$ cat src/hw/rtl/tick_countdown_task_dispatcher_unit_macros.svh
// Assertion helpers; the using module provides clk and rst_n.
`ifndef TICK_COUNTDOWN_TASK_DISPATCHER_UNIT_MACROS_SVH
`define TICK_COUNTDOWN_TASK_DISPATCHER_UNIT_MACROS_SVH

// Same-cycle implication.
`define TCDU_ASSERT_IMP(name, ante, cons) \
  name: assert property (@(posedge clk) disable iff (!rst_n) (ante) |-> (cons)) \
    else $error("tcdu: same-cycle check failed");

// Next-cycle implication.
`define TCDU_ASSERT_NXT(name, ante, cons) \
  name: assert property (@(posedge clk) disable iff (!rst_n) (ante) |=> (cons)) \
    else $error("tcdu: next-cycle check failed");

`endif

$ cat src/hw/rtl/tcdu_pkg.sv
package tcdu_pkg;

  typedef enum logic [2:0] {
    FN_TICK     = 3'd0,
    FN_ADD      = 3'd1,
    FN_RELOAD   = 3'd2,
    FN_DISPATCH = 3'd3,
    FN_SET      = 3'd4,
    FN_TESTCLR  = 3'd5,
    FN_CLEAR    = 3'd6,
    FN_STATUS   = 3'd7
  } func_t;

  typedef enum logic [2:0] {
    ST_IDLE,
    ST_TICK,
    ST_DSCAN,
    ST_DRD,
    ST_DNONE,
    ST_SRD,
    ST_SOP
  } state_t;

  localparam int MAX_SERVE = 8;

  typedef struct packed {
    logic [15:0] countdown;
    logic [31:0] runs;
  } entry_t;

  typedef struct packed {
    logic [2:0]  served_slot;
    logic        served_valid;
    logic        last;
    logic        flag_was_set;
    logic [31:0] runs;
    logic [15:0] remaining_ms;
    logic        is_ready;
  } res_t;

endpackage

$ cat src/hw/rtl/tick_countdown_task_dispatcher_unit.sv
// Channel | ports  | tdata (low bit up)                           | tuser        | tlast
// --------+--------+----------------------------------------------+--------------+------
// input   | in_*   | slot[2:0] reload_ms[18:3]                    | func[2:0]    | -
// output  | out_*  | served_slot[2:0] flag_was_set[3] runs[35:4]  | served_valid | last
//         |        | remaining_ms[51:36] is_ready[52]             |              |
// One item at a time; the input is taken again only once the engine is back in idle.
// Slot ops read, modify-write, then return. A tick first sweeps the slot RAM, one
// slot RMW a cycle, then does the slot op.
// Dispatch scans the slots in order and serves each ready slot up to the last one served;
// with nothing ready it only returns.
// Reset clears the valid bits of the slot RAM at once; no clearing pass.
// A stalled output holds the engine; the input is not taken until the item is done.
module tick_countdown_task_dispatcher_unit #(
  parameter int TASKS = 8
) (
  input  logic        clk,
  input  logic        rst_n,
  input  logic        in_tvalid,
  output logic        in_tready,
  input  logic [23:0] in_tdata,   // slot, reload_ms
  input  logic [2:0]  in_tuser,   // func
  output logic        out_tvalid,
  input  logic        out_tready,
  output logic [55:0] out_tdata,  // served_slot, flag_was_set, runs, remaining_ms, is_ready
  output logic        out_tuser,  // served_valid
  output logic        out_tlast
);

`include "tick_countdown_task_dispatcher_unit_macros.svh"

  localparam int IW = (TASKS > 1) ? $clog2(TASKS) : 1;
  localparam int CW = $clog2(TASKS + 1);
  localparam int SW = (CW > 3) ? CW : 3;

  tcdu_pkg::state_t st_r, st_nxt;
  tcdu_pkg::func_t  func_r, func_nxt;
  logic [2:0]       slot_r, slot_nxt;
  logic [15:0]      reload_r, reload_nxt;
  logic [CW-1:0]    cnt_r, cnt_nxt;
  logic [3:0]       n_r, n_nxt;
  logic             p_vld_r, p_vld_nxt;
  logic [IW-1:0]    rd_idx_r;
  logic [TASKS-1:0] rdy_r, rdy_nxt;
  logic [TASKS-1:0] flg_r, flg_nxt;
  logic [TASKS-1:0] cdv_r, cdv_nxt;
  logic [TASKS-1:0] runv_r, runv_nxt;
  logic             out_vld_r, out_vld_nxt;
  tcdu_pkg::res_t   out_res_r;

  logic              rd_en, wr_en, out_ld, out_space, oor, more, last_c;
  logic [IW-1:0]     rd_addr, wr_addr, sidx, scan_idx;
  tcdu_pkg::entry_t  rd_data, wr_data;
  tcdu_pkg::res_t    ld_res;
  logic [15:0]       cd_use, cd_dec, cd_new;
  logic [31:0]       runs_use, runs_inc;
  logic [SW-1:0]     s_ext;
  logic              flg_new, rdy_new, flag_rep;
  logic [TASKS-1:0]  above;

  tcdu_slot_ram #(
    .DEPTH(TASKS),
    .AW   (IW)
  ) u_ram (
    .clk    (clk),
    .rd_en  (rd_en),
    .rd_addr(rd_addr),
    .rd_data(rd_data),
    .wr_en  (wr_en),
    .wr_addr(wr_addr),
    .wr_data(wr_data)
  );

  assign in_tready  = (st_r == tcdu_pkg::ST_IDLE);
  assign out_tvalid = out_vld_r;
  assign out_tdata  = {3'b000, out_res_r.is_ready, out_res_r.remaining_ms, out_res_r.runs,
                       out_res_r.flag_was_set, out_res_r.served_slot};
  assign out_tuser  = out_res_r.served_valid;
  assign out_tlast  = out_res_r.last;

  assign out_space = !out_vld_r || out_tready;
  assign s_ext     = SW'(slot_r);
  assign oor       = (s_ext >= SW'(TASKS));
  assign sidx      = s_ext[IW-1:0];
  assign scan_idx  = cnt_r[IW-1:0];
  assign cd_use    = cdv_r[rd_idx_r] ? rd_data.countdown : 16'd0;
  assign runs_use  = runv_r[rd_idx_r] ? rd_data.runs : 32'd0;
  assign cd_dec    = cd_use - 16'd1;
  assign runs_inc  = runs_use + 32'd1;

  always_comb begin
    for (int j = 0; j < TASKS; j++) begin
      above[j] = (j > int'(rd_idx_r));
    end
  end
  assign more   = |(rdy_r & above);
  assign last_c = (n_r == 4'(tcdu_pkg::MAX_SERVE - 1)) || !more;

  always_comb begin
    st_nxt = st_r;
    unique case (st_r)
      tcdu_pkg::ST_IDLE: begin
        if (in_tvalid) begin
          if (tcdu_pkg::func_t'(in_tuser) == tcdu_pkg::FN_TICK) begin
            st_nxt = tcdu_pkg::ST_TICK;
          end else if (tcdu_pkg::func_t'(in_tuser) == tcdu_pkg::FN_DISPATCH) begin
            st_nxt = (|rdy_r) ? tcdu_pkg::ST_DSCAN : tcdu_pkg::ST_DNONE;
          end else begin
            st_nxt = tcdu_pkg::ST_SRD;
          end
        end
      end
      tcdu_pkg::ST_TICK: begin
        if (cnt_r == CW'(TASKS) && !p_vld_r) begin
          st_nxt = tcdu_pkg::ST_SRD;
        end
      end
      tcdu_pkg::ST_DSCAN: begin
        if (rdy_r[scan_idx]) begin
          st_nxt = tcdu_pkg::ST_DRD;
        end
      end
      tcdu_pkg::ST_DRD: begin
        if (out_space) begin
          st_nxt = last_c ? tcdu_pkg::ST_IDLE : tcdu_pkg::ST_DSCAN;
        end
      end
      tcdu_pkg::ST_DNONE: begin
        if (out_space) begin
          st_nxt = tcdu_pkg::ST_IDLE;
        end
      end
      tcdu_pkg::ST_SRD: begin
        if (!oor) begin
          st_nxt = tcdu_pkg::ST_SOP;
        end else if (out_space) begin
          st_nxt = tcdu_pkg::ST_IDLE;
        end
      end
      tcdu_pkg::ST_SOP: begin
        if (out_space) begin
          st_nxt = tcdu_pkg::ST_IDLE;
        end
      end
      default: st_nxt = tcdu_pkg::ST_IDLE;
    endcase
  end

  always_comb begin
    func_nxt    = func_r;
    slot_nxt    = slot_r;
    reload_nxt  = reload_r;
    cnt_nxt     = cnt_r;
    n_nxt       = n_r;
    p_vld_nxt   = 1'b0;
    rdy_nxt     = rdy_r;
    flg_nxt     = flg_r;
    cdv_nxt     = cdv_r;
    runv_nxt    = runv_r;
    rd_en       = 1'b0;
    rd_addr     = '0;
    wr_en       = 1'b0;
    wr_addr     = rd_idx_r;
    wr_data     = '0;
    out_ld      = 1'b0;
    ld_res      = '0;
    cd_new      = cd_use;
    rdy_new     = rdy_r[rd_idx_r];
    flg_new     = flg_r[rd_idx_r];
    flag_rep    = flg_r[rd_idx_r];
    unique case (st_r)
      tcdu_pkg::ST_IDLE: begin
        if (in_tvalid) begin
          func_nxt   = tcdu_pkg::func_t'(in_tuser);
          slot_nxt   = in_tdata[2:0];
          reload_nxt = in_tdata[18:3];
          cnt_nxt    = '0;
          n_nxt      = '0;
          if (tcdu_pkg::func_t'(in_tuser) == tcdu_pkg::FN_CLEAR) begin
            runv_nxt = '0;
          end
        end
      end
      tcdu_pkg::ST_TICK: begin
        if (cnt_r != CW'(TASKS)) begin
          rd_en     = 1'b1;
          rd_addr   = scan_idx;
          cnt_nxt   = cnt_r + CW'(1);
          p_vld_nxt = 1'b1;
        end
        if (p_vld_r && cd_use != 16'd0) begin
          wr_en              = 1'b1;
          wr_data.countdown  = cd_dec;
          wr_data.runs       = runs_use;
          cdv_nxt[rd_idx_r]  = 1'b1;
          runv_nxt[rd_idx_r] = 1'b1;
          if (cd_dec == 16'd0) begin
            rdy_nxt[rd_idx_r] = 1'b1;
          end
        end
      end
      tcdu_pkg::ST_DSCAN: begin
        if (rdy_r[scan_idx]) begin
          rd_en   = 1'b1;
          rd_addr = scan_idx;
        end else begin
          cnt_nxt = cnt_r + CW'(1);
        end
      end
      tcdu_pkg::ST_DRD: begin
        if (out_space) begin
          wr_en               = 1'b1;
          wr_data.countdown   = cd_use;
          wr_data.runs        = runs_inc;
          cdv_nxt[rd_idx_r]   = 1'b1;
          runv_nxt[rd_idx_r]  = 1'b1;
          rdy_nxt[rd_idx_r]   = 1'b0;
          n_nxt               = n_r + 4'd1;
          cnt_nxt             = cnt_r + CW'(1);
          out_ld              = 1'b1;
          ld_res.served_slot  = 3'(rd_idx_r);
          ld_res.served_valid = 1'b1;
          ld_res.last         = last_c;
          ld_res.flag_was_set = flg_r[rd_idx_r];
          ld_res.runs         = runs_inc;
          ld_res.remaining_ms = cd_use;
          ld_res.is_ready     = 1'b0;
        end
      end
      tcdu_pkg::ST_DNONE: begin
        if (out_space) begin
          out_ld      = 1'b1;
          ld_res.last = 1'b1;
        end
      end
      tcdu_pkg::ST_SRD: begin
        if (!oor) begin
          rd_en   = 1'b1;
          rd_addr = sidx;
        end else if (out_space) begin
          out_ld             = 1'b1;
          ld_res.served_slot = slot_r;
          ld_res.last        = 1'b1;
        end
      end
      tcdu_pkg::ST_SOP: begin
        if (func_r inside {tcdu_pkg::FN_ADD, tcdu_pkg::FN_RELOAD}) begin
          cd_new = reload_r;
        end
        if (func_r == tcdu_pkg::FN_ADD) begin
          rdy_new = 1'b1;
        end
        if (func_r == tcdu_pkg::FN_SET) begin
          flg_new = 1'b1;
        end else if (func_r == tcdu_pkg::FN_TESTCLR) begin
          flg_new = 1'b0;
        end
        if (func_r != tcdu_pkg::FN_TESTCLR) begin
          flag_rep = flg_new;
        end
        if (out_space) begin
          wr_en               = 1'b1;
          wr_data.countdown   = cd_new;
          wr_data.runs        = runs_use;
          cdv_nxt[rd_idx_r]   = 1'b1;
          runv_nxt[rd_idx_r]  = 1'b1;
          rdy_nxt[rd_idx_r]   = rdy_new;
          flg_nxt[rd_idx_r]   = flg_new;
          out_ld              = 1'b1;
          ld_res.served_slot  = slot_r;
          ld_res.last         = 1'b1;
          ld_res.flag_was_set = flag_rep;
          ld_res.runs         = runs_use;
          ld_res.remaining_ms = cd_new;
          ld_res.is_ready     = rdy_new;
        end
      end
      default: begin
      end
    endcase
    out_vld_nxt = out_ld || (out_vld_r && !out_tready);
  end

  always_ff @(posedge clk) begin
    if (!rst_n) begin
      st_r      <= tcdu_pkg::ST_IDLE;
      cnt_r     <= '0;
      n_r       <= '0;
      p_vld_r   <= 1'b0;
      rdy_r     <= '0;
      flg_r     <= '0;
      cdv_r     <= '0;
      runv_r    <= '0;
      out_vld_r <= 1'b0;
    end else begin
      st_r      <= st_nxt;
      cnt_r     <= cnt_nxt;
      n_r       <= n_nxt;
      p_vld_r   <= p_vld_nxt;
      rdy_r     <= rdy_nxt;
      flg_r     <= flg_nxt;
      cdv_r     <= cdv_nxt;
      runv_r    <= runv_nxt;
      out_vld_r <= out_vld_nxt;
    end
  end

  always_ff @(posedge clk) begin
    func_r   <= func_nxt;
    slot_r   <= slot_nxt;
    reload_r <= reload_nxt;
    if (rd_en) begin
      rd_idx_r <= rd_addr;
    end
    if (out_ld) begin
      out_res_r <= ld_res;
    end
  end

  `TCDU_ASSERT_IMP(a_no_rw_collide, wr_en && rd_en, wr_addr != rd_addr)
  `TCDU_ASSERT_IMP(a_load_has_room, out_ld, !out_vld_r || out_tready)
  `TCDU_ASSERT_IMP(a_serve_is_ready, st_r == tcdu_pkg::ST_DRD, rdy_r[rd_idx_r])
  `TCDU_ASSERT_IMP(a_tick_drained, st_r == tcdu_pkg::ST_TICK && st_nxt != tcdu_pkg::ST_TICK, !p_vld_r)
  `TCDU_ASSERT_NXT(a_accept_busy, in_tvalid && in_tready, st_r != tcdu_pkg::ST_IDLE)

endmodule

$ cat src/hw/rtl/tcdu_slot_ram.sv
module tcdu_slot_ram #(
  parameter int DEPTH = 8,
  parameter int AW    = 3
) (
  input  logic                 clk,
  input  logic                 rd_en,
  input  logic [AW-1:0]        rd_addr,
  output tcdu_pkg::entry_t     rd_data,
  input  logic                 wr_en,
  input  logic [AW-1:0]        wr_addr,
  input  tcdu_pkg::entry_t     wr_data
);

  tcdu_pkg::entry_t mem [DEPTH];

  always_ff @(posedge clk) begin
    if (wr_en) begin
      mem[wr_addr] <= wr_data;
    end
    if (rd_en) begin
      rd_data <= mem[rd_addr];
    end
  end

endmodule
$ cat config.mk
export PLATFORM = sky130hd
export DESIGN_NAME = tick_countdown_task_dispatcher_unit
export DESIGN_NICKNAME = d
export VERILOG_FILES = /design/src/hw/rtl/tcdu_pkg.sv /design/src/hw/rtl/tick_countdown_task_dispatcher_unit.sv /design/src/hw/rtl/tcdu_slot_ram.sv
export VERILOG_INCLUDE_DIRS = /design/src /design/src/hw/rtl
export SDC_FILE = /design/constraint.sdc
export NUM_CORES = 1
export LEC_CHECK = 0
export BUFFER_PORTS_ARGS = -buffer_cell sky130_fd_sc_hd__buf_4
export CELL_PAD_IN_SITES_DETAIL_PLACEMENT = 1
export CELL_PAD_IN_SITES_GLOBAL_PLACEMENT = 2
export CORE_ASPECT_RATIO = 1.75
export CORE_MARGIN = 5
export CORE_UTILIZATION = 46
export DETAILED_ROUTE_END_ITERATION = 6
export GPL_TIMING_DRIVEN = 0
export PLACE_DENSITY_LB_ADDON = 0.2
export SLEW_MARGIN = 20
export SYNTH_ARGS = -nofsm -noshare
export SYNTH_HDL_FRONTEND = slang
export SYNTH_SLANG_ARGS = --single-unit
$ cat constraint.sdc
create_clock -name clk -period 12.24 [get_ports clk]
set_input_delay 0 -clock clk [delete_from_list [all_inputs] [get_ports clk]]
set_output_delay 0 -clock clk [all_outputs]
set_load 0.005 [all_outputs]
== Word-level counts from Yosys, hierarchy flattened ==
Memory sizes are Yosys's and may differ from the RTL's. A register that Yosys moved wholly into a read port is not among the register bits.
Cells that the tools add are included.

* Logic and storage cells: 184
* Memories: 1
* Flip-flop bits (word level): 125
* Bits in writable memories: 384
* Output and inout bits: 60
* Bits of input ports: 31

{| class="wikitable"
|+ Memories
! memory !! words !! bits a word !! rd ports !! clocked after memory_dff !! write ports !! line !! source
|-
| u_ram.mem || 8 || 48 || 1 || 1 || 1 || tcdu_slot_ram.sv:14 || <nowiki>tcdu_pkg::entry_t mem [DEPTH];</nowiki>
|}

* Mux-type cells: 80
* Equal/unequal tests: 27
* $lt $le $gt $ge: 11
* Reductions and logical operators: 35
* Bitwise logic cells: 6
* Add/sub/neg operators: 4

{| class="wikitable"
|+ Operators by type and width
! operator !! count
|-
| $mux W48 || 3
|-
| $pmux W48 S3 || 1
|-
| $pmux W50 S2 || 1
|-
| $mux W8 || 10
|-
| $mux W55 || 1
|-
| $mux W51 || 1
|-
| $pmux W8 S3 || 2
|-
| $mux W3 || 14
|-
| $add A32 B1 Y32 const B || 1
|-
| $mux W16 || 2
|-
| $mux W32 || 1
|-
| $or A8 B8 Y8 || 3
|-
| $mux W1 || 20
|-
| $mux W4 || 5
|-
| $eq A3 B3 Y1 const B || 6
|-
| $ne A2 B2 Y1 const B || 9
|-
| $pmux W3 S3 || 2
|-
| $pmux W3 S6 || 1
|-
| $and A8 B8 Y8 || 2
|-
| $bwmux W8 || 2
|-
| $logic_not A16 Y1 || 1
|-
| $pmux W4 S4 || 1
|-
| $pmux W8 S2 || 1
|-
| $reduce_bool A16 Y1 || 1
|-
| 37 further kinds || 72
|}

== Longest topological paths before layout ==
Gate-level depths: netlist of the first run.

* Depth in word-level cells: 9
* Mapped depth: 16
* Gate-level depth less buffers: 13

== Cells and area by module ==
From an unflattened synthesis of the first run, not the netlist that was laid out.

* Cells, all modules: 1,410
* Area, all modules: 23,383.7 sq um

{| class="wikitable"
|+ Modules (own cells, without submodules)
! module !! sequential area each (sq um) !! instances !! cells an instance !! area each (sq um)
|-
| tcdu_slot_ram || 12,972.4 || 1 || 616 || 16,100.4
|-
| tick_countdown_task_dispatcher_unit || 3,303.2 || 1 || 794 || 7,283.2
|}

== Worst setup path before layout of the first run ==
Ideal clock, no wire load.

* Kind: register to register
* Start point: register rd_idx_r[0]
* End point: register rdy_r[1]
* Arrival: 3.843 ns
* Period minus slack after synthesis: 3.978 ns
* Library setup time: 0.135 ns
* Cell stages (with the launch flop): 16
* Required time: 12.105 ns
* Buffers on the path: 2
* Slack: 8.262 ns
* Cells stage by stage: edfxtp_1 -> mux4_2 -> mux2_2 -> clkbuf_1 -> nand2_1 -> ha_1 -> nor2b_1 -> o21ai_0 -> o2bb2ai_1 -> or2_2 -> buf_2 -> nand2_1 -> nand3_1 -> inv_1 -> o21ai_0 -> o2bb2ai_1

* Longest elaborated chain between the ends: 8
* Elaborated cells between the ends (all ways): 28
* Classes of those cells: 1 x add/sub; 2 x order compare; 2 x eq/ne; 15 x mux; 3 x bitwise; 5 x reduce/logical

{| class="wikitable"
|+ Ends and longest elaborated chain
! what !! line !! source
|-
| from (decl) || tick_countdown_task_dispatcher_unit.sv:42 || <nowiki>logic [IW-1:0] rd_idx_r;</nowiki>
|-
| from (signal assigned) || tick_countdown_task_dispatcher_unit.sv:312 || <nowiki>rd_idx_r <= rd_addr;</nowiki>
|-
| parallel branches: the longest is 8 deep, another holds $sub A16 B1 Y16 || -- ||
|-
| to (signal assigned) || tick_countdown_task_dispatcher_unit.sv:299 || <nowiki>rdy_r <= rdy_nxt;</nowiki>
|-
| to (decl) || tick_countdown_task_dispatcher_unit.sv:43 || <nowiki>logic [TASKS-1:0] rdy_r, rdy_nxt;</nowiki>
|}

Several ways; the timed one is not identified. The select of a mux whose other input is x is not followed.
A chain may end at the register's enable or synchronous reset.

==> results of run 1 <==
## per-stage QoR
stage / utilization / instance area, um2 / std cells / power (mW)
finish: 0.538 / 27100 / 2809 / 4.92
global route: 0.538 / 27100 / 2809 / 5.11
CTS: 0.537 / 27100 / 2809 / 4.94
detailed placement: 0.500 / 25200 / 2689 / 3.35
global placement: 0.494 / 24900 / 2678 / 3.30
floorplan: - / 23500 / 1930 / 2.89
## sequential cells by signal, summed over array words and instances (netlist names), 3 cells and up
| signal | count |
|---|---|
| st_r | 3 |
| u_ram.mem | 384 |
| sidx | 3 |
| rd_idx_r | 3 |
| runv_r | 8 |
| reload_r | 16 |
| out_tdata | 53 |
| flg_r | 8 |
| cdv_r | 8 |
| u_ram.rd_data | 48 |
| cnt_r | 4 |
| rdy_r | 8 |
| n_r | 4 |
| func_r | 3 |
## cell type report
cell class | count | area [um2]
Multi-Input combinational cell | 1223 | 6620
Inverter | 25 | 114
Clock inverter | 31 | 292
Clock buffer | 64 | 1350
Tap cell | 666 | 833
Buffer | 125 | 503
Timing Repair Buffer | 118 | 1150
Sequential cell | 557 | 16300
Fill cell | 5251 | 23300
## power by group through the flow
stage	sequential (mW)	clock [mW]	combinational [mW]
finish	2.36	1.60	0.962
global route	2.37	1.71	1.04
CTS	2.36	1.62	0.966
detailed placement	2.40	0	0.954
global placement	2.41	0	0.891
floorplan	2.38	0	0.511
## synth_stat cells (all sizes together), types with 9 or more instances
master	n	area, um2
o2bb2ai	9	78.8
a22o	19	166
a311oi	52	455
nand2b	13	81.3
nand4	14	87.6
a31oi	16	100
a21oi	98	490
o21a	9	67.6
o21ai	138	691
clkbuf	102	383
and3	62	388
nor2	99	372
nand2	368	1380
nand3	175	876
a21o	10	75.1
buf	23	120
edfxtp	512	15400
dfxtp	45	901
nor4	9	68.8
inv	25	93.8
## worst max-delay path, delay by kind of cell, from the launching register on
family	cells	cell delay, ns
flip-flops	1	0.41
AO/OA/AOI/OAI	1	0.84
buffers and inverters	3	1.20
adder cells (fa/ha/maj)	1	0.23
AND/OR/NAND/NOR	7	1.35
multiplexers	2	0.66
## worst max-delay path by stage
| stage | end | from | depth (start not counted) | slack (ns) |
|---|---|---|---|---|
| after global placement | rdy_r[5] | rd_idx_r[1] | 16 | 6.21 |
| final | u_ram.mem[7][16] | rd_idx_r[2] | 14 | 7.17 |
| after global routing | u_ram.mem[7][16] | rd_idx_r[2] | 14 | 6.86 |
| after detailed placement | u_ram.mem[1][16] | rd_idx_r[2] | 14 | 7.29 |
| after CTS | u_ram.mem[3][16] | rd_idx_r[2] | 14 | 7.24 |
| after floorplan | rdy_r[1] | rd_idx_r[0] | 15 | 8.26 |
## metal layers
layer | part of all wire | wire (um)
met1 | 0.37 | 28300
met3 | 0.046 | 3550
met4 | 0.050 | 3900
met2 | 0.54 | 41500
met5 | 0 | 0
## logic make-up after synthesis
| logic type | count (synthesis) | share of synthesized area |
|---|---|---|
| AND/OR/NAND/NOR | 788 | 0.153 |
| flip-flops | 557 | 0.694 |
| AO/OA/AOI/OAI | 390 | 0.105 |
| buffers and inverters | 150 | 0.0254 |
| multiplexers | 20 | 0.0134 |
| XOR/XNOR | 16 | 0.00597 |
| adder cells (fa/ha/maj) | 6 | 0.00320 |
| other | 1 | 0.000160 |
## timing repair
item	CTS	global route
endpoints found under the setup margin	0	0
hold endpoints to repair	42	0
hold buffers	25	0
==> flow_summary.toml, run 1 <==
[floorplanning]
die_height_um = 309
pin_count = 91
die_area_mm2 = 0.0558
die_w_um = 181
fp.coreArea_mm2 = 0.0505
rows = 109
start_util = 0.465

[logic_synthesis]
netlist-cell-type-count = 63
yosysSeqAreaShare = 0.694
yosys_warnings = 0
synthFlopType = "edfxtp_1"
synth_edf_count = 512
ys_seq_elements = 557
avgSynthCellArea_um2 = 12.2
synth_cells = 1928
async_reset_ff_frac = 0
syn_area_mm2 = 0.0235

[drt]
routedWlPerCell_um = 27.5
drtPass1Iterations = 5
route.detailed.drc = 0
drtAntennaViolNets = 0
vias = 17104
drt_wl_total_mm = 77.3
drtIter0Drc = 1535
avgViaCountPerCell = 6.09

[setup_path]
r2r_start = "rd_idx_r[2]"
rr_endpoint = "u_ram.mem[7][16]"
critical_path_class = "flip-flop to flip-flop"
path_cells = "clkbuf_1, mux4_2, mux2_2, clkbuf_1, nand2_1, inv_1, ha_1, and3_1, nand2_1, nor2_1, nand2_1, nor2_1, nor2_1, a311oi_1"
slowest_stage = "a311oi_1"
reg2regPathDepth = 14
worstPathArrival_ns = 5.30
rrSetupSlack_ns = 7.17
cp-end-kind = "flip-flop"
critPathMaxStageDelay_ns = 0.84
cp-start-kind = "flip-flop"
critPathMaxFanout = 10
required_ns = 12.47

[final_layout]
diodes = 0
area_delta_synth_final_pct = 15.6
final_common_cell = "edfxtp_1"
layout_common_cells = "edfxtp_1 (512), nand2_1 (367), nand3_1 (175)"
drive_above_1_share = 0.105
nets = 2139

[power]
cellPowerDensity_mw_per_mm2 = 181
peakVddDrop_uv = 144
clockPowerShare = 0.325
pwr-share-comb = 0.195
p_leak_nw = 9.07
sw_frac_of_total = 0.297
p_switching_mw = 1.46
p_int_mw = 3.46
p_seq_frac = 0.480

[grt]
grt_pass1_vias = 18143
grt_max_degree = 38
busiest_layer = "met2"
antenna_found_initial = 0
met2_usage = 0.511
use_met3 = 0.0287
grt_usage = 0.272
grt_remaining_overflow = 0
grt.met1_usage = 0.309
grt_pass1_wl_mm = 114

[sta]
tns_ns = 0
whs_ns = 0.130
final_max_slew_viol_count = 0
min_period_over_period = 0.414
layout_min_cycle_time_ns = 5.07
hold_viol_final = 0
clock.fmax_ghz = 0.197
relSlewSlack = 0.222
setup_viol = 0
layout_setup_ws_ns = 7.17
finClkSkew_ns = 0.0229
rsz0062_at_grt = "no"
tightest_slew_ns = 1.16

[placement]
gp_congestion = 0.857
place_ws_ns = 7.29
hpwl_mm = 52.3
io_buffers = 82

[worst_hold_path]
whs_path_depth = 2
hp-start = "in_tdata[9]"
hp-class = "input pin to flip-flop"
holdPathEnd = "reload_r[6]"

[cts]
clk_latency_ns = 0.59
clockRootBuffer = "clkbuf_16"
cts_sinks = 557
cts.path.max_buffers = 3
htreeDepth = 2
numCtsBuffers = 52
post_cts.repair.setup_buffers = 0
clk_pin_slew_ns = 0.06
post_cts_resized = 0
cts_tree = "done"

[flow_run]
max_cap_violations = 0

[outcome]
outcome = "finished clean"
Note: power is estimated with default switching activity, not from simulation.
==> run 2, diff against run 1 <==
--- a/config.mk
+++ b/config.mk
@@ -6,12 +6,13 @@
 export SDC_FILE = /design/constraint.sdc
 export NUM_CORES = 1
 export LEC_CHECK = 0
+export ABC_AREA = 1
 export BUFFER_PORTS_ARGS = -buffer_cell sky130_fd_sc_hd__buf_4
 export CELL_PAD_IN_SITES_DETAIL_PLACEMENT = 1
 export CELL_PAD_IN_SITES_GLOBAL_PLACEMENT = 2
 export CORE_ASPECT_RATIO = 1.75
 export CORE_MARGIN = 5
-export CORE_UTILIZATION = 46
+export CORE_UTILIZATION = 38
 export DETAILED_ROUTE_END_ITERATION = 6
 export GPL_TIMING_DRIVEN = 0
 export PLACE_DENSITY_LB_ADDON = 0.2
==> constraint.sdc (replaced) <==
create_clock -name clk -period 4.2 [get_ports clk]
set_input_delay 0 -clock clk [delete_from_list [all_inputs] [get_ports clk]]
set_output_delay 0 -clock clk [all_outputs]
set_load 0.005 [all_outputs]
==> run 2 against run 1 <==
  * First-iteration DRC count shrank 25%
  * Combinational power grew to 5.5 times the previous value
  * Worst setup slack lost 7.1 ns
  * Critical endpoint is now u_ram.mem[6][46]
  * Sequential share of layout area shrank 2.9 points
  * Via count grew 4.1%
  * Design area grew 5.1%
  * Synthesized area grew 3.1%
  * Highest routed layer unchanged
  * Clock-buffer cell count shrank 4
==> flow_summary.toml, run 2 <==
[cts]
cts_tree = "done"
clk_pin_slew_ns = 0.07
htreeDepth = 2
clk_latency_ns = 0.64
cts.path.max_buffers = 3
cts_sinks = 557
clockRootBuffer = "clkbuf_16"
numCtsBuffers = 53

[grt]
grt_pass1_wl_mm = 123
antenna_found_initial = 0
grt_usage = 0.239
grt_max_degree = 49
grt_pass1_vias = 19233
grt_remaining_overflow = 0

[sta]
finClkSkew_ns = 0.0200
final_max_slew_viol_count = 0
tightest_slew_ns = 0.997
clock.fmax_ghz = 0.245
relSlewSlack = 0.331
min_period_over_period = 0.972
hold_viol_final = 0
rsz0062_at_grt = "yes"
setup_viol = 0
tns_ns = 0
layout_setup_ws_ns = 0.117
layout_min_cycle_time_ns = 4.08

[power]
peakVddDrop_uv = 347
p_leak_nw = 9.65
cellPowerDensity_mw_per_mm2 = 606

[logic_synthesis]
yosysMostFrequentCell = "edfxtp_1"
yosysSeqAreaShare = 0.673
synthFlopType = "edfxtp_1"
avgSynthCellArea_um2 = 11.0
syn_area_mm2 = 0.0242
yosysTopAreaCellShare = 0.635
yosys-top-cells-count = "edfxtp_1 (512), o21ai_0 (346), nand2_1 (263)"
netlist-cell-type-count = 53
synth_edf_count = 512
yosys_warnings = 0
synth_cells = 2199
ys_seq_elements = 557
async_reset_ff_frac = 0
synth_area_leader_cell = "edfxtp_1"
synthTopCellsByArea = "edfxtp_1 (64%), o21ai_0 (7.2%), nand2_1 (4.1%), dfxtp_1 (3.7%), nor2_1 (3.4%)"

[drt]
route.detailed.drc = 0
drtAntennaViolNets = 0
vias = 17803
avgViaCountPerCell = 5.52
drt_wl_total_mm = 83.6
routedWlPerCell_um = 25.9
drtPass1Iterations = 5
drtIter0Drc = 1153

[floorplanning]
start_util = 0.383
die_w_um = 201
pin_count = 91
die_height_um = 344
rows = 122
fp.coreArea_mm2 = 0.0632
die_area_mm2 = 0.0690

[placement]
gp_congestion = 0.910
dp.cells = 3100
hpwl_mm = 59.0
place_ws_ns = -0.937
io_buffers = 82

[final_layout]
largest_register_ff_count = 384
largest_register = "u_ram.mem"
diodes = 0
nets = 2416
finalNonFillerCells = 3228
drive_above_1_share = 0.122
area_delta_synth_final_pct = 17.8
final_common_cell = "edfxtp_1"
layout_common_cells = "edfxtp_1 (512), o21ai_0 (322), nand2_1 (256)"

[flow_run]
max_cap_violations = 0

[outcome]
outcome = "finished clean"

[setup_path]
cp-start-kind = "flip-flop"
required_ns = 4.53
worstPathArrival_ns = 4.41
rrSetupSlack_ns = 0.12
critical_path_class = "flip-flop to flip-flop"
critPathMaxFanout = 10
cp-end-kind = "flip-flop"

[worst_hold_path]
hp-class = "input pin to flip-flop"
## run 2: changes by cell type after synthesis, sizes merged, moves of 60 or more
cell	change
and3	-60
inv	+195
nand2	-97
nor2	+128
o21a	+87
o21ai	+220
## run 2: final timing paths
check	endpoint	from	depth (start not counted)
worst max-delay path	u_ram.mem[6][46]	rd_idx_r[2]	19
worst min-delay path	reload_r[9]	in_tdata[12]	2
worst max register to register	u_ram.mem[6][46]	rd_idx_r[2]	19
worst min register to register	cdv_r[7]	cdv_r[7]	2
## run 2: metal layers
layer | wire length [um] | part of all wire | vias to the layer above | global-route usage
met5 | 0 | 0 | - | 0
met4 | 3950 | 0.047 | 0 | 0.102
met3 | 2770 | 0.033 | 175 | 0.0295
met2 | 46600 | 0.56 | 450 | 0.471
met1 | 30300 | 0.36 | 9003 | 0.253
li1 | - | - | 8175 | -
## run 2: area by class of cell
cell class	count	area, um2
Fill cell	6814	34700
Sequential cell	557	16300
Multi-Input combinational cell	1313	6930
Clock buffer	60	1370
Timing Repair Buffer	124	1180
Tap cell	806	1010
Inverter	224	946
Buffer	106	499
Clock inverter	38	302
## run 2: power breakdown
| part | switching (mW) | internal, mW |
|---|---|---|
| sequential | 0.371 | 6.85 |
| clock | 2.21 | 2.54 |
| combinational | 3.79 | 1.51 |
## run 2: repair_timing
action / in CTS / in global routing
pin swaps: 1 / 1
gates cloned: 0 / 1
resized for setup: 89 / 27
endpoints found under the hold margin: 50 / 0
setup endpoints to repair: 715 / 370
hold buffers: 25 / 0
setup buffers: 5 / 2
## run 2: critical path: stages, from the launching register on
cell	delay [ns]
edfxtp_1	0.47
inv_1	0.17
nor2_4	0.16
nand3_1	0.11
nand2_1	0.15
inv_2	0.05
nand2_2	0.11
buf_6	0.16
buf_8	0.16
buf_6	0.16
nand2_1	0.11
ha_1	0.25
nand2_2	0.17
nor2_4	0.08
nand3_1	0.14
nand2_2	0.10
inv_4	0.16
nand2_4	0.17
clkbuf_2	0.28
o21bai_1	0.62
## run 2: per-stage QoR
stage                     power [mW]   util  instance area (um2)  hold slack, ns
after global placement          12.3  0.409                25800           0.181
after global routing            18.1  0.451                28500          0.0763
after detailed placement        12.5  0.413                26100           0.181
after floorplan                 10.2      -                24200          0.0989
after CTS                       17.4  0.449                28300          0.0526
final                           17.3  0.451                28500          0.0814
## run 2: logic make-up (layout without fill, tap and decap cells)
logic type	after synthesis	after routing	synth area share
other	1	3	0.000155
DFF	557	557	0.673
buffers and inverters	331	552	0.0550
xor gates and xnor gates	2	2	0.000724
and+or+nand+nor	676	676	0.118
AOI/OAI and AO/OA	626	626	0.150
adders and majority gates	6	6	0.00310
==> run 3, diff against run 2 <==
--- a/config.mk
+++ b/config.mk
@@ -7,13 +7,13 @@
 export NUM_CORES = 1
 export LEC_CHECK = 0
 export ABC_AREA = 1
-export BUFFER_PORTS_ARGS = -buffer_cell sky130_fd_sc_hd__buf_4
 export CELL_PAD_IN_SITES_DETAIL_PLACEMENT = 1
 export CELL_PAD_IN_SITES_GLOBAL_PLACEMENT = 2
 export CORE_ASPECT_RATIO = 1.75
 export CORE_MARGIN = 5
-export CORE_UTILIZATION = 38
+export CORE_UTILIZATION = 39
 export DETAILED_ROUTE_END_ITERATION = 6
+export DONT_BUFFER_PORTS = 1
 export GPL_TIMING_DRIVEN = 0
 export PLACE_DENSITY_LB_ADDON = 0.2
 export SLEW_MARGIN = 20
==> run 3 against run 2 <==
  * Routed wire length increased by 1.4%
  * Register-to-register slack improved by 0.04 ns
  * Sequential cell count unchanged
  * Non-clock buffer count decreased by 64
  * Clock power is 5.1% higher
  * Via count is 1.3% lower
==> flow_summary.toml, run 3 (synthesis results as in run 2) <==
[worst_hold_path]
whs_path_depth = 1
hp-class = "input pin to flip-flop"

[placement]
io_buffers = 0
place_ws_ns = -1.03
gp_congestion = 0.895
hpwl_mm = 58.9

[power]
peakVddDrop_uv = 392
p_leak_nw = 9.44
cellPowerDensity_mw_per_mm2 = 616

[drt]
drtIter0Drc = 1010
avgViaCountPerCell = 5.58
vias = 17574
drtPass1Iterations = 5
route.detailed.drc = 0
routedWlPerCell_um = 26.9
drtAntennaViolNets = 0
drt_wl_total_mm = 84.8

[cts]
cts.path.max_buffers = 3
numCtsBuffers = 52
cts_sinks = 557
clk_pin_slew_ns = 0.06
cts_tree = "done"
clockRootBuffer = "clkbuf_16"
clk_latency_ns = 0.64
htreeDepth = 2

[grt]
grt_remaining_overflow = 0
grt_pass1_wl_mm = 123
grt_pass1_vias = 19032
grt_max_degree = 49
antenna_found_initial = 2
grt_usage = 0.247

[sta]
min_period_over_period = 0.962
layout_min_cycle_time_ns = 4.04
setup_viol = 0
rsz0062_at_grt = "no"
tightest_slew_ns = 1.09
finClkSkew_ns = 0.0213
clock.fmax_ghz = 0.247
layout_setup_ws_ns = 0.159
relSlewSlack = 0.276
whs_ns = 0.0283
final_max_slew_viol_count = 0
hold_viol_final = 0

[setup_path]
worstPathArrival_ns = 4.41
critPathMaxFanout = 10
worstSetupPathDepth = 24
cp-start-kind = "flip-flop"
critical_path_class = "flip-flop to flip-flop"
crit_family = "buffers and inverters"
critPathMaxStageDelay_ns = 0.38
reg2regPathDepth = 24
cp-end-kind = "flip-flop"
slowest_stage = "edfxtp_1"
path_cells = "buf_6, inv_4, buf_6, nand2_1, nand3_1, nand2_1, inv_2, nand2_2, buf_6, buf_8, buf_6, nand2_1, ha_1, nand2_2, nor2_4, nand3_1, nand2_1, inv_4, nand2_4, nand2_8, clkinvlp_4, buf_8, o21ai_1, buf_4"
required_ns = 4.57
crit_buf_inv = 11

[floorplanning]
fp.coreArea_mm2 = 0.0614
pin_count = 91
start_util = 0.394
die_w_um = 198
die_area_mm2 = 0.0673
rows = 120
die_height_um = 340

[final_layout]
largest_register = "u_ram.mem"
nets = 2353
area_delta_synth_final_pct = 16.5
final_util = 0.459
layout_common_cells = "edfxtp_1 (512), o21ai_0 (324), nand2_1 (255)"
final_common_cell = "edfxtp_1"
fillerInstances = 6621
largest_register_ff_count = 384
drive_above_1_share = 0.0916

[outcome]
outcome = "finished clean"

[flow_run]
max_cap_violations = 0
-- run 3: changes by cell type in the layout (fill, tap and decap cells not counted), moves of 4 or more --
cell           before  now
buf_4              92   13
bufinv_16           5   10
clkinv_1           18   13
clkinv_4            1    5
clkinvlp_4          9    3
dlygate4sd3_1      25   35
o21ai_4            17   12
o21bai_1            8   12
o21bai_2            4    0
-- run 3: repair_timing --
| item | 4_1_cts | 5_1_grt |
|---|---|---|
| buffers inserted | 4 | 7 |
| hold endpoints to repair | 54 | 1 |
| pin swaps | 3 | 0 |
| hold buffers | 34 | 1 |
| gates resized for setup | 104 | 11 |
| setup endpoints to repair | 758 | 271 |
| cloned | 4 | 1 |
-- run 3: cell type report --
class / count / area, um2 / area share
clock inverter: 31 / 383 / 0.0136
timing repair buffer: 59 / 779 / 0.0277
clock buffer: 64 / 1390 / 0.0492
antenna: 2 / 5.00 / 0.000178
sequential: 557 / 16300 / 0.577
timing repair inverter: 2 / 17.5 / 0.000621
tap: 793 / 992 / 0.0352
buffer: 107 / 510 / 0.0181
inverter: 224 / 970 / 0.0344
multi-input combinational: 1313 / 6870 / 0.244
-- run 3: worst register-to-register path: cells and delay by family, from the launching register on --
kind / cells / cell delay, ns
buffers and inverters: 11 / 1.62
AND/OR/NAND/NOR: 11 / 1.46
flip-flops: 1 / 0.38
AO/OA/AOI/OAI: 1 / 0.10
adder cells (fa/ha/maj): 1 / 0.22
-- run 3: power breakdown --
part | leakage (nW) | switching [mW] | internal [mW] | total (mW)
Sequential | 4.67 | 0.415 | 6.86 | 7.27
Combinational | 3.91 | 3.74 | 1.36 | 5.10
Clock | 0.866 | 2.15 | 2.84 | 4.99
-- run 3: worst paths after layout --
| kind | start | endpoint | slack [ns] |
|---|---|---|---|
| hold / removal | in_tdata[3] | reload_r[0] | 0.03 |
| hold reg to reg | cdv_r[1] | cdv_r[1] | 0.46 |
| setup reg to reg | rd_idx_r[0] | u_ram.mem[7][22] | 0.16 |
| setup / recovery | rd_idx_r[0] | u_ram.mem[7][22] | 0.16 |
-- run 3: per-stage QoR --
stage	instance area (um2)	power, mW	setup TNS, ns	cells
finish	28200	17.4	0	3152
global route	28200	18.2	0	3150
CTS	28000	17.5	0	3141
detailed placement	25500	12.3	-376.12	3006
global placement	25200	12.1	-1060.24	2994
floorplan	24200	10.2	0	2201
-- run 3: per-layer routing --
metal  share of wire  global-route usage  up-vias
li1                -                   -     8048
met4           0.057               0.127        2
met1            0.36               0.264     8872
met2            0.55               0.466      453
met3           0.036              0.0327      199
met5         0.00013                   0        -
